### config.mk
export PLATFORM = sky130hd
export DESIGN_NAME = programmable_sound_generator
export DESIGN_NICKNAME = d
export VERILOG_FILES = /design/src/rtl/core/psg_pkg.sv /design/src/rtl/core/psg_regs.sv /design/src/rtl/core/psg_gen.sv /design/src/rtl/core/psg_mix.sv /design/src/rtl/core/programmable_sound_generator.sv
export SDC_FILE = /design/constraint.sdc
export NUM_CORES = 1
export LEC_CHECK = 0
export ABC_AREA = 1
export BUFFER_PORTS_ARGS = -buffer_cell sky130_fd_sc_hd__buf_4
export CAP_MARGIN = 20
export CORE_ASPECT_RATIO = 1.4
export CORE_MARGIN = 2
export CORE_UTILIZATION = 63
export DETAILED_ROUTE_END_ITERATION = 8
export PLACE_DENSITY_LB_ADDON = 0.1
export SYNTH_ARGS = -nofsm -noshare
export SYNTH_HDL_FRONTEND = slang
export SYNTH_SLANG_ARGS = --single-unit
### constraint.sdc
create_clock -name clk_i -period 6 [get_ports clk_i]
set_clock_uncertainty 0.05 [all_clocks]
set_input_delay 1.2 -clock clk_i [delete_from_list [all_inputs] [get_ports clk_i]]
set_output_delay 1.2 -clock clk_i [all_outputs]
set_load 0.05 [all_outputs]
### src/rtl/core/psg_pkg.sv
// shared types, request codes and the volume table of the sound generator
// no dependencies
package psg_pkg;

  typedef enum logic [2:0] {
    REQ_ADDR   = 3'd0,
    REQ_WRITE  = 3'd1,
    REQ_READ   = 3'd2,
    REQ_TICK   = 3'd3,
    REQ_SAMPLE = 3'd4
  } req_e;

  localparam logic [3:0] REG_TONE_FINE  = 4'd0;
  localparam logic [3:0] REG_NOISE      = 4'd6;
  localparam logic [3:0] REG_MIXER      = 4'd7;
  localparam logic [3:0] REG_VOL_A      = 4'd8;
  localparam logic [3:0] REG_ENV_FINE   = 4'd11;
  localparam logic [3:0] REG_ENV_COARSE = 4'd12;
  localparam logic [3:0] REG_SHAPE      = 4'd13;
  localparam logic [3:0] REG_PORT_A     = 4'd14;
  localparam logic [3:0] REG_PORT_B     = 4'd15;

  localparam logic signed [17:0] SAT_MAX = 18'sd32767;
  localparam logic signed [17:0] SAT_MIN = -18'sd32768;

  typedef logic [15:0][7:0] reg_file_t;

  // all registers clear except the mixer, which starts with tone and noise disabled on every voice
  localparam reg_file_t REG_FILE_RESET = 128'h0000_0000_0000_0000_ff00_0000_0000_0000;

  typedef struct packed {
    logic [2:0] tone_lvl;
    logic       noise_lvl;
    logic [3:0] env_lvl;
  } gen_status_t;

  function automatic logic [12:0] vol_level(input logic [3:0] idx);
    logic [12:0] v;
    unique case (idx)
      4'd0:    v = 13'd0;
      4'd1:    v = 13'd40;
      4'd2:    v = 13'd59;
      4'd3:    v = 13'd87;
      4'd4:    v = 13'd128;
      4'd5:    v = 13'd184;
      4'd6:    v = 13'd269;
      4'd7:    v = 13'd388;
      4'd8:    v = 13'd555;
      4'd9:    v = 13'd813;
      4'd10:   v = 13'd1152;
      4'd11:   v = 13'd1671;
      4'd12:   v = 13'd2360;
      4'd13:   v = 13'd3406;
      4'd14:   v = 13'd4870;
      default: v = 13'd6982;
    endcase
    return v;
  endfunction

endpackage

### src/rtl/core/psg_regs.sv
// address latch and 16-byte register file with bus read mux
// depends on psg_pkg
module psg_regs (
  input  logic                  clk_i,
  input  logic                  rst_ni,
  input  logic                  addr_we_i,
  input  logic                  data_we_i,
  input  logic [7:0]            bus_data_i,
  input  logic [7:0]            port_value_i,
  output logic [3:0]            addr_o,
  output logic [7:0]            rd_data_o,
  output psg_pkg::reg_file_t    regs_o
);

  logic [3:0]         addr_q;
  psg_pkg::reg_file_t regs_q;

  always_ff @(posedge clk_i or negedge rst_ni) begin
    if (!rst_ni) begin
      addr_q <= '0;
      regs_q <= psg_pkg::REG_FILE_RESET;
    end else begin
      if (addr_we_i) begin
        addr_q <= bus_data_i[3:0];
      end
      if (data_we_i) begin
        regs_q[addr_q] <= bus_data_i;
      end
    end
  end

  // port registers read back the external port byte
  assign rd_data_o = (addr_q == psg_pkg::REG_PORT_A || addr_q == psg_pkg::REG_PORT_B) ?
                     port_value_i : regs_q[addr_q];
  assign addr_o    = addr_q;
  assign regs_o    = regs_q;

endmodule

### src/rtl/core/psg_gen.sv
// tone, noise and envelope generators advanced by timebase ticks
// depends on psg_pkg
module psg_gen (
  input  logic                  clk_i,
  input  logic                  rst_ni,
  input  logic                  tick_i,
  input  logic                  env_restart_i,
  input  logic                  env_attack_i,
  input  psg_pkg::reg_file_t    regs_i,
  output psg_pkg::gen_status_t  status_o
);

  logic [2:0][11:0] tone_cnt_q, tone_cnt_d;
  logic [2:0]       tone_lvl_q, tone_lvl_d;
  logic [5:0]       noise_cnt_q, noise_cnt_d;
  logic [16:0]      noise_sr_q, noise_sr_d;
  logic             noise_lvl_q, noise_lvl_d;
  logic [15:0]      env_cnt_q, env_cnt_d;
  logic [4:0]       env_pos_q, env_pos_d;
  logic [3:0]       env_lvl_q, env_lvl_d;
  logic             env_stop_q, env_stop_d;

  logic [11:0] tone_per;
  logic [11:0] tone_inc;
  logic [4:0]  noise_sel;
  logic [6:0]  noise_per;
  logic [5:0]  noise_inc;
  logic [15:0] env_per;
  logic [15:0] env_inc;
  logic [4:0]  pos_inc;
  logic        s_cont, s_att, s_alt, s_hold, rising;

  always_comb begin
    tone_cnt_d  = tone_cnt_q;
    tone_lvl_d  = tone_lvl_q;
    noise_cnt_d = noise_cnt_q;
    noise_sr_d  = noise_sr_q;
    noise_lvl_d = noise_lvl_q;
    env_cnt_d   = env_cnt_q;
    env_pos_d   = env_pos_q;
    env_lvl_d   = env_lvl_q;
    env_stop_d  = env_stop_q;
    tone_per    = '0;
    tone_inc    = '0;
    s_cont      = regs_i[psg_pkg::REG_SHAPE][3];
    s_att       = regs_i[psg_pkg::REG_SHAPE][2];
    s_alt       = regs_i[psg_pkg::REG_SHAPE][1];
    s_hold      = regs_i[psg_pkg::REG_SHAPE][0];
    pos_inc     = env_pos_q + 5'd1;
    rising      = s_att ^ (s_cont & s_alt & pos_inc[4]);
    noise_sel   = (regs_i[psg_pkg::REG_NOISE][4:0] == 5'd0) ? 5'd1 :
                  regs_i[psg_pkg::REG_NOISE][4:0];
    noise_per   = {1'b0, noise_sel, 1'b0};
    noise_inc   = noise_cnt_q + 6'd1;
    env_per     = {regs_i[psg_pkg::REG_ENV_COARSE], regs_i[psg_pkg::REG_ENV_FINE]};
    if (env_per == 16'd0) begin
      env_per = 16'd1;
    end
    env_inc     = env_cnt_q + 16'd1;

    if (tick_i) begin
      for (int ch = 0; ch < 3; ch++) begin
        tone_per = {regs_i[psg_pkg::REG_TONE_FINE + 2*ch + 1][3:0],
                    regs_i[psg_pkg::REG_TONE_FINE + 2*ch]};
        if (tone_per == 12'd0) begin
          tone_per = 12'd1;
        end
        tone_inc = tone_cnt_q[ch] + 12'd1;
        if (tone_inc >= tone_per) begin
          tone_cnt_d[ch] = '0;
          tone_lvl_d[ch] = ~tone_lvl_q[ch];
        end else begin
          tone_cnt_d[ch] = tone_inc;
        end
      end

      if ({1'b0, noise_inc} >= noise_per) begin
        noise_cnt_d = '0;
        noise_sr_d  = {noise_sr_q[0] ^ noise_sr_q[3], noise_sr_q[16:1]};
        noise_lvl_d = noise_sr_q[1];
      end else begin
        noise_cnt_d = noise_inc;
      end

      if (env_inc >= env_per) begin
        env_cnt_d = '0;
        if (!env_stop_q) begin
          if ((!s_cont || s_hold) && pos_inc[4]) begin
            env_pos_d  = 5'd15;
            env_stop_d = 1'b1;
            env_lvl_d  = (s_cont && (s_att != s_alt)) ? 4'hf : 4'h0;
          end else begin
            env_pos_d = pos_inc;
            env_lvl_d = rising ? pos_inc[3:0] : ~pos_inc[3:0];
          end
        end
      end else begin
        env_cnt_d = env_inc;
      end
    end

    // shape write restarts the envelope
    if (env_restart_i) begin
      env_cnt_d  = '0;
      env_pos_d  = '0;
      env_stop_d = 1'b0;
      env_lvl_d  = env_attack_i ? 4'h0 : 4'hf;
    end
  end

  always_ff @(posedge clk_i or negedge rst_ni) begin
    if (!rst_ni) begin
      tone_cnt_q  <= '0;
      tone_lvl_q  <= '0;
      noise_cnt_q <= '0;
      noise_sr_q  <= 17'd1;
      noise_lvl_q <= 1'b0;
      env_cnt_q   <= '0;
      env_pos_q   <= '0;
      env_lvl_q   <= '0;
      env_stop_q  <= 1'b0;
    end else begin
      tone_cnt_q  <= tone_cnt_d;
      tone_lvl_q  <= tone_lvl_d;
      noise_cnt_q <= noise_cnt_d;
      noise_sr_q  <= noise_sr_d;
      noise_lvl_q <= noise_lvl_d;
      env_cnt_q   <= env_cnt_d;
      env_pos_q   <= env_pos_d;
      env_lvl_q   <= env_lvl_d;
      env_stop_q  <= env_stop_d;
    end
  end

  assign status_o.tone_lvl  = tone_lvl_q;
  assign status_o.noise_lvl = noise_lvl_q;
  assign status_o.env_lvl   = env_lvl_q;

endmodule

### src/rtl/core/psg_mix.sv
// voice mixer: volume lookup, sum with the incoming sample and saturation
// depends on psg_pkg
module psg_mix (
  input  psg_pkg::reg_file_t    regs_i,
  input  psg_pkg::gen_status_t  status_i,
  input  logic signed [15:0]    mix_in_i,
  output logic signed [15:0]    sample_o
);

  logic [14:0]        sum;
  logic [3:0]         idx;
  logic               on;
  logic signed [17:0] total;

  always_comb begin
    sum = '0;
    idx = '0;
    on  = 1'b0;
    for (int ch = 0; ch < 3; ch++) begin
      on  = (regs_i[psg_pkg::REG_MIXER][ch]   | status_i.tone_lvl[ch]) &
            (regs_i[psg_pkg::REG_MIXER][ch+3] | status_i.noise_lvl);
      idx = regs_i[psg_pkg::REG_VOL_A + ch][4] ? status_i.env_lvl :
            regs_i[psg_pkg::REG_VOL_A + ch][3:0];
      if (on) begin
        sum = sum + {2'b00, psg_pkg::vol_level(idx)};
      end
    end
    total = {{2{mix_in_i[15]}}, mix_in_i} + $signed({3'b000, sum});
    if (total > psg_pkg::SAT_MAX) begin
      sample_o = psg_pkg::SAT_MAX[15:0];
    end else if (total < psg_pkg::SAT_MIN) begin
      sample_o = psg_pkg::SAT_MIN[15:0];
    end else begin
      sample_o = total[15:0];
    end
  end

endmodule

### src/rtl/core/programmable_sound_generator.sv
// top level of the three-voice sound generator: input stage, result stage
// depends on psg_pkg, psg_regs, psg_gen, psg_mix
//
// Each beat is one request (address write, data write, register read,
// timebase tick or sample request) and yields exactly one result beat. A beat
// is held in the input register, processed against the current generator and
// register state combinationally, and lands in the result register; it waits
// in the input register while the output stalls. One beat can be taken every
// cycle while results are taken as they appear. While a result waits on the
// output the input register still takes one more beat; after that the input
// stalls until the waiting result is taken.
module programmable_sound_generator (
  input  logic        clk_i,
  input  logic        rst_ni,
  input  logic        s_axis_tvalid,
  output logic        s_axis_tready,
  input  logic [31:0] s_axis_tdata,   // bus_data, port_value, mix_in
  input  logic [2:0]  s_axis_tuser,   // req_type
  output logic        m_axis_tvalid,
  input  logic        m_axis_tready,
  output logic [23:0] m_axis_tdata    // read_data, sample_out
);

  logic        in_vld_q, in_vld_d;
  logic [2:0]  req_q;
  logic [7:0]  bus_data_q;
  logic [7:0]  port_value_q;
  logic signed [15:0] mix_in_q;

  logic        out_vld_q, out_vld_d;
  logic [7:0]  rd_q, rd_d;
  logic [15:0] smp_q, smp_d;

  logic        out_free, advance, accept;
  logic        addr_we, data_we, tick, env_restart;
  logic [3:0]  addr;
  logic [7:0]  reg_rd;
  logic signed [15:0] mixed;
  psg_pkg::reg_file_t   regs;
  psg_pkg::gen_status_t status;

  assign out_free      = !out_vld_q || m_axis_tready;
  assign advance       = in_vld_q && out_free;
  assign s_axis_tready = !in_vld_q || out_free;
  assign accept        = s_axis_tvalid && s_axis_tready;

  assign addr_we     = advance && (req_q == psg_pkg::REQ_ADDR);
  assign data_we     = advance && (req_q == psg_pkg::REQ_WRITE);
  assign tick        = advance && (req_q == psg_pkg::REQ_TICK);
  assign env_restart = data_we && (addr == psg_pkg::REG_SHAPE);

  psg_regs u_regs (
    .clk_i        (clk_i),
    .rst_ni       (rst_ni),
    .addr_we_i    (addr_we),
    .data_we_i    (data_we),
    .bus_data_i   (bus_data_q),
    .port_value_i (port_value_q),
    .addr_o       (addr),
    .rd_data_o    (reg_rd),
    .regs_o       (regs)
  );

  psg_gen u_gen (
    .clk_i         (clk_i),
    .rst_ni        (rst_ni),
    .tick_i        (tick),
    .env_restart_i (env_restart),
    .env_attack_i  (bus_data_q[2]),
    .regs_i        (regs),
    .status_o      (status)
  );

  psg_mix u_mix (
    .regs_i   (regs),
    .status_i (status),
    .mix_in_i (mix_in_q),
    .sample_o (mixed)
  );

  always_comb begin
    in_vld_d  = accept || (in_vld_q && !out_free);
    out_vld_d = advance || (out_vld_q && !m_axis_tready);
    rd_d      = '0;
    smp_d     = '0;
    unique case (req_q)
      psg_pkg::REQ_READ:   rd_d  = reg_rd;
      psg_pkg::REQ_SAMPLE: smp_d = mixed;
      default: ;
    endcase
  end

  always_ff @(posedge clk_i or negedge rst_ni) begin
    if (!rst_ni) begin
      in_vld_q  <= 1'b0;
      out_vld_q <= 1'b0;
    end else begin
      in_vld_q  <= in_vld_d;
      out_vld_q <= out_vld_d;
    end
  end

  always_ff @(posedge clk_i) begin
    if (accept) begin
      req_q        <= s_axis_tuser;
      bus_data_q   <= s_axis_tdata[7:0];
      port_value_q <= s_axis_tdata[15:8];
      mix_in_q     <= s_axis_tdata[31:16];
    end
    if (advance) begin
      rd_q  <= rd_d;
      smp_q <= smp_d;
    end
  end

  assign m_axis_tvalid = out_vld_q;
  assign m_axis_tdata  = {smp_q, rd_q};

endmodule

# == Word-level counts from Yosys, hierarchy flattened ==
# Memories as Yosys holds them, arrays and structs flattened.
# Cells that the tools add are included.
# op_classes
n_mux,49
n_reduce_logical,37
bitwise_logic,18
n_lt_le_gt_ge,9
addsub,9
eq_ne,9
# op_table
cell,n
$bwmux W128,1
$mux W12,9
$mux W16,5
$mux W15,3
$mux W4,11
$mux W13,3
$add A12 B1 Y12 const B,3
$ge A12 B12 Y1,3
$logic_not A12 Y1,3
$bmux W8 S4,1
$demux W8 S4,1
$mux W5,6
$mux W8,3
$gt A18 B16 Y1 const B,1
$lt A18 B16 Y1 const B,1
$add A16 B16 Y17,1
$add A16 B1 Y16 const B,1
$ge A16 B16 Y1,1
$logic_not A16 Y1,1
$add A15 B13 Y15,1
$add A13 B13 Y14,1
$eq A4 B4 Y1 const B,3
$logic_and A1 B1 Y1,11
$reduce_and A2 Y1,5
24 further kinds,52
# totals
romBits,624
inputBits,39
register_bits,282
n_memories,3
# memory_table
memory,depth,word_bits,rd,rd_ports_with_merged_regs,wr,line_no,text
(name not given),16,13,1,0,0,psg_pkg.sv:39,unique case (idx)
(name not given),16,13,1,0,0,psg_pkg.sv:39,
(name not given),16,13,1,0,0,psg_pkg.sv:39,

# == Logic depth before layout (Yosys ltp) ==
# logic_depth
word_depth,11
ltp_mapped,42
depth_no_buf,41

# == Modules after synthesis ==
# From an unflattened synthesis, not the netlist that was laid out.
# unflattened
cells_unflattened,2477
area_unflattened_um2,18363.9
# by_module_without_submodules
module,area_per_inst_um2,instances,cells_each,seq_area_each_um2
psg_gen,6418.7,1,851,2228.4
psg_regs,6097.1,1,797,3313.2
psg_mix,3711.1,1,692,0.0
programmable_sound_generator,2137.0,1,137,1821.7

# == Least setup slack after synthesis ==
# OpenSTA, ideal clock, no wires.
# synth_timing
kind,reg-to-reg
startpoint,"register u_regs.regs_q, in the netlist u_regs.regs_o[76]"
endpoint,"register smp_q[11], data pin"
stages_incl_launch_ff,39
setup_time_ps,274
setup_slack_ps,665
arrival_ps,5011
synth_period_minus_slack_ps,5335
path_buffers,2
cell_sequence,dfrtp_1 buf_2 o21ai_0 ha_1 nand2_1 o21ai_0 a21oi_1 a21oi_1 inv_1 ha_1 a21oi_1 nand2_1 nand2_1 nand2_1 nand2_1 nand2_1 nand2_1 nand3_1 [3 not listed] inv_1 a21oi_1 nand2b_1 nand4_1 or2_2 nand3_1 nand2_1 ha_1 a21o_1 nand2_1 nand2_1 nor2_1 nand2_1 nand2_1 nand2_2 nand2_2 buf_6 a21oi_1
# synth_between
elab_chain_cells,11
elab_cells_between_ends,12
classes_between,add/sub (3); order compare (2); mux (6); memory (1)
# synth_rtl
item,line_no,text
start: declaration,psg_regs.sv:16,psg_pkg::reg_file_t regs_q;
start signal: assignment,psg_regs.sv:21,regs_q <= psg_pkg::REG_FILE_RESET;
start signal: indexed assignment,psg_regs.sv:27,regs_q[addr_q] <= bus_data_i;
$mux W4 (*),psg_mix.sv:22,idx = regs_i[psg_pkg::REG_VOL_A + ch][4] ? status_i.env_lvl :
$mem_v2 Z16 W13 (*),--,
$mux W13 (*),psg_mix.sv:24,if (on) begin
$add A13 B13 Y14 (*),psg_mix.sv:25,"sum = sum + {2'b00, psg_pkg::vol_level(idx)};"
$mux W15 (*),psg_mix.sv:24,
$add A15 B13 Y15,psg_mix.sv:25,
$mux W15 (*),psg_mix.sv:24,
$add A16 B16 Y17 (*),psg_mix.sv:28,"total = {{2{mix_in_i[15]}}, mix_in_i} + $signed({3'b000, sum});"
$lt A18 B16 Y1,psg_mix.sv:31,end else if (total < psg_pkg::SAT_MIN) begin
$mux W16,psg_mix.sv:31,
$mux W15 (*),psg_mix.sv:29,if (total > psg_pkg::SAT_MAX) begin
end signal: assignment,programmable_sound_generator.sv:112,smp_q <= smp_d;
end: declaration,programmable_sound_generator.sv:32,"logic [15:0] smp_q, smp_d;"
# Every way passes the cells marked *; elsewhere a longest branch is shown, timed or not. The select of a mux whose other input is x is not followed.
# A chain may end at the register's enable or synchronous reset.

# == Worst setup path in the final report ==
# layout_timing
startpoint,"register u_regs.regs_q, in the netlist u_regs.regs_o[68]"
endpoint,"register smp_q[5], data pin"
# layout_between
elab_chain_cells,11
elab_cells_between_ends,12
classes_between,add/sub (3); order compare (2); mux (6); memory (1)
# layout_rtl
item,line_no
$mux W4 (*),psg_mix.sv:22
$mem_v2 Z16 W13 (*),--
$mux W13 (*),psg_mix.sv:24
$add A13 B13 Y14,psg_mix.sv:25
$mux W15 (*),psg_mix.sv:24
$add A15 B13 Y15,psg_mix.sv:25
$mux W15 (*),psg_mix.sv:24
$add A16 B16 Y17 (*),psg_mix.sv:28
$lt A18 B16 Y1,psg_mix.sv:31
$mux W16,psg_mix.sv:31
$mux W15 (*),psg_mix.sv:29
# Every way passes the cells marked *; elsewhere a longest branch is shown, timed or not.

==> parameters.txt <==
Parameter                              Value

Status
  Status    finished, final reports clean

Clock tree
  Clock tree from TritonCTS    built
  Source-to-sink clock delay at the later pin of the worst-skew pair    0.56 ns
  Sinks on Clock Net    266
  Total clock buffers created by CTS    27
  H-tree level count    1
  Hold_buf cts    0
  Clock tree buffer depth    3
  Register clock-pin slew on the reported worst setup and hold paths    0.07 ns
  Cell at the root of the clock tree    clkbuf_16

Timing
  Worst slew pin tran    between 1 and 1.5 ns
  Post-Route Setup TNS    0 ns
  Hold Vio Cnt, Final    0
  Count of final setup violators    0
  Fin crit period    5.68 ns
  Normalized max-slew margin    between 20 and 30%
  Max-slew violations    0
  Unrepaired setup endpoints after global routing    yes
  Crit share post-route    94.6%
  Max Fclk    176 MHz

Synth
  Number of library cell types mapped by synthesis    64
  Number of synthesized register bits    around 270
  Post-synthesis area per instance    7.83 µm²
  Post-Syn Instances    2211
  Synthesized net count    around 2400
  Sequential element share of the synthesized area    40.2%
  Top_reg_cell synth    dfrtp_1
  Async set or reset register ratio after synthesis    a little under 80%
  Mapped Area    17300 µm²
  Yosys synthesis warning count    0
  EDFF count, synth    59

Pwr
  Leak Pwr    9.05 nW
  Peak ir drop on the vdd network    389 µV
  PD cells    344 nW/µm²

Final layout
  Utilization of the core after routing    71.0%
  Final nets    between 2000 and 2500
  Number of filler cells placed in the layout    2264
  Final instance count without filler cells    2638
  Area growth from synthesis to layout    10.4%
  Layout cells sized above 1    between 10 and 15%
  Total inserted antenna cells    0

Place
  Placed Cells    about 2600
  Buffers on Ports    64
  Hpwl dp    32600 µm
  Final weighted congestion in routability-driven placement    0.919

Critical path
  Setup slack of the worst register-to-register path    0.32 ns
  Data required time of the worst path    6.24 ns
  Largest stage delay on the critical path    approximately 0.48 ns
  Crit path DAT    5.92 ns
  Startpoint type of the worst setup path    flop
  Setup Crit Path Kind    reg2reg
  Category of the worst setup path capture point    flop
  Library cell contributing the largest single delay on the critical path    dfrtp_2
  Cell type with the highest occurrence count on the critical path    nand2_1
  Highest net fanout along the worst path    7

Routing
  DRT Pass-1 Iters    6
  Number of vias in the routed layout    15089
  DRC viols    0
  Post-DRT Antenna Nets    0
  Via density    5.72
  Total detailed-routing wirelength    44300 µm
  Initial drt markers    1031
  Per-cell routed wire length    about 17 µm

Floorplanning
  Effective utilization at floorplan    64.3%
  FP Rows    71
  Top-level port count    65
  Core footprint    around 27000 µm²
  Overall die width    between 100 and 150 µm
  Die area    slightly below 30000 µm²
  DIE HEIGHT    200 µm

Global routing
  Overall routing resource usage    a little under a third
  Antenna violations before repair    0
  Maximum number of pins on one net before global-route repair    131
  Overflow left after global routing    0
  Via count of the first global-routing pass    14456
  Global-route wire length before repair    70700 µm

Flow run
  Max-Cap Viols    0

Min path
  Worst hold-check path type    reg2reg
## kinds of logic (layout without fill, tap and decap cells)
kind of cell	Yosys count	count (layout)	share of synthesized area [%]
DFF	266	266	40.2
AOI/OAI and AO/OA	467	467	15.4
buffers and inverters	348	409	8.28
xor gates and xnor gates	57	57	2.89
muxes	1	1	0.0651
and+or+nand+nor	949	950	24.1
adders and majority gates	123	123	9.03
## cells in the final DEF, fill, tap and decap left out, drive strengths merged, types with 4 or more instances in the layout
cell / netlist / routed
o21bai: 5 / 5
xor2: 41 / 41
a41oi: 7 / 7
or2: 8 / 8
nor3: 17 / 17
o22ai: 47 / 47
inv: 275 / 279
a31oi: 4 / 4
edfxtp: 59 / 59
ha: 120 / 120
nand2: 611 / 612
clkinv: 3 / 11
nor4: 9 / 9
buf: 45 / 80
dfstp: 9 / 9
a21oi: 95 / 95
clkbuf: 25 / 38
o21a: 8 / 8
xnor2: 16 / 16
dfrtp: 198 / 198
nor2: 120 / 120
nand4: 35 / 35
nand3: 141 / 141
a22oi: 5 / 5
o21ai: 267 / 267
o211ai: 9 / 9
## critical path, delay by kind of cell (launching register included)
kind	cells	cell delay [ns]
adders and majority gates	3	1.03
DFF	1	0.48
AOI/OAI and AO/OA	10	1.40
buffers and inverters	2	0.40
and+or+nand+nor	17	2.06
## flip-flops by register name (all words and copies together), names as in the netlist, 3 cells and up
| register | flops |
|---|---|
| rd_q | 8 |
| u_gen.noise_cnt_q | 6 |
| u_gen.tone_lvl_q | 3 |
| u_regs.addr_o | 4 |
| port_value_q | 8 |
| smp_q | 16 |
| u_gen.tone_cnt_q | 36 |
| u_regs.regs_o | 112 |
| u_gen.env_pos_q | 5 |
| bus_data_q | 8 |
| u_gen.env_cnt_q | 16 |
| u_gen.noise_sr_q | 17 |
| req_q | 3 |
| u_gen.env_lvl_q | 4 |
| mix_in_q | 16 |
## cell type report
class / instances / area, µm² / share of cell area, %
inverter: 278 / 1050 / 5.48
clock inverter: 13 / 83.8 / 0.439
timing repair buffer: 81 / 624 / 3.27
clock buffer: 37 / 805 / 4.21
multi-input combinational: 1598 / 9130 / 47.8
sequential: 266 / 6960 / 36.5
tap: 365 / 457 / 2.39
## Yosys cell counts, types with 3 or more instances
cell	instances	area [µm²]
ha_1	120	1500
inv_1	265	995
nor2_4	4	45.0
nor4_1	9	56.3
a21boi_0	3	22.5
or2_2	7	43.8
nand4_4	4	85.1
a41oi_1	7	61.3
a21oi_1	90	450
xnor2_1	16	140
clkinv_1	3	11.3
o21bai_1	5	37.5
nand3_1	134	671
edfxtp_1	59	1770
o2111ai_1	3	26.3
fa_1	3	60.1
nand3_4	6	105
nor3_1	13	65.1
nand2_2	10	62.6
o211ai_1	9	67.6
dfrtp_1	198	4950
o22ai_1	46	288
o21a_1	8	60.1
a31oi_1	4	25.0
nand2_1	599	2250
nand4_1	31	194
a21oi_2	4	35.0
a22o_1	3	26.3
a22oi_1	5	37.5
buf_2	32	160
o21ai_0	234	1170
nor2_1	113	424
dfstp_2	9	236
nor3_2	4	40.0
o21ai_2	17	149
a41o_1	3	30.0
inv_2	9	33.8
o21ai_1	16	80.1
and2_1	3	18.8
buf_6	8	90.1
xor2_1	41	359
clkbuf_1	25	93.8
## stage by stage
stage	power, mW	hold slack, ns	instance area (µm²)	worst slack, ns
final	6.58	0.424	19100	0.321
after floorplan	4.21	0.393	17300	0.665
after CTS	6.52	0.426	18900	0.00886
after detailed placement	4.84	0.411	18000	-0.102
after global placement	4.75	0.406	18000	0.0570
after global routing	7.03	0.445	19100	-0.0297
## power breakdown
group	switching (mW)	leakage [nW]	internal, mW	total (mW)
Combinational	1.65	5.26	0.855	2.50
Sequential	0.230	3.34	2.16	2.39
Clock	0.743	0.450	0.944	1.69
## repair_timing
| action | 4_1_cts | 5_1_grt |
|---|---|---|
| setup buffers | 0 | 5 |
| endpoints found under the setup margin | 15 | 16 |
| resized for setup | 3 | 47 |
| pin swaps | 0 | 7 |
| cloned | 0 | 1 |
## layer usage
metal	part of all wire, %	vias up	routed length (µm)	track usage [%]
li1	-	7449	-	-
met1	39	7101	17500	36.4
met2	51	416	22700	55.6
met3	4.5	123	2010	4.25
met4	4.8	0	2110	14.0
met5	0	-	0	0
## final timing paths
path / to / depth (start not counted) / start
max in group asynchronous: u_gen.noise_sr_q[16] / 2 / rst_ni
min in group asynchronous: u_gen.env_cnt_q[11] / 1 / rst_ni
worst max register to register: smp_q[5] / 32 / u_regs.regs_o[68]
worst min-delay path: u_gen.noise_sr_q[1] / 2 / u_gen.noise_sr_q[1]
worst max-delay path: smp_q[5] / 32 / u_regs.regs_o[68]
worst min register to register: u_gen.noise_sr_q[1] / 2 / u_gen.noise_sr_q[1]
No activity file was read; power rests on OpenSTA's default activity.
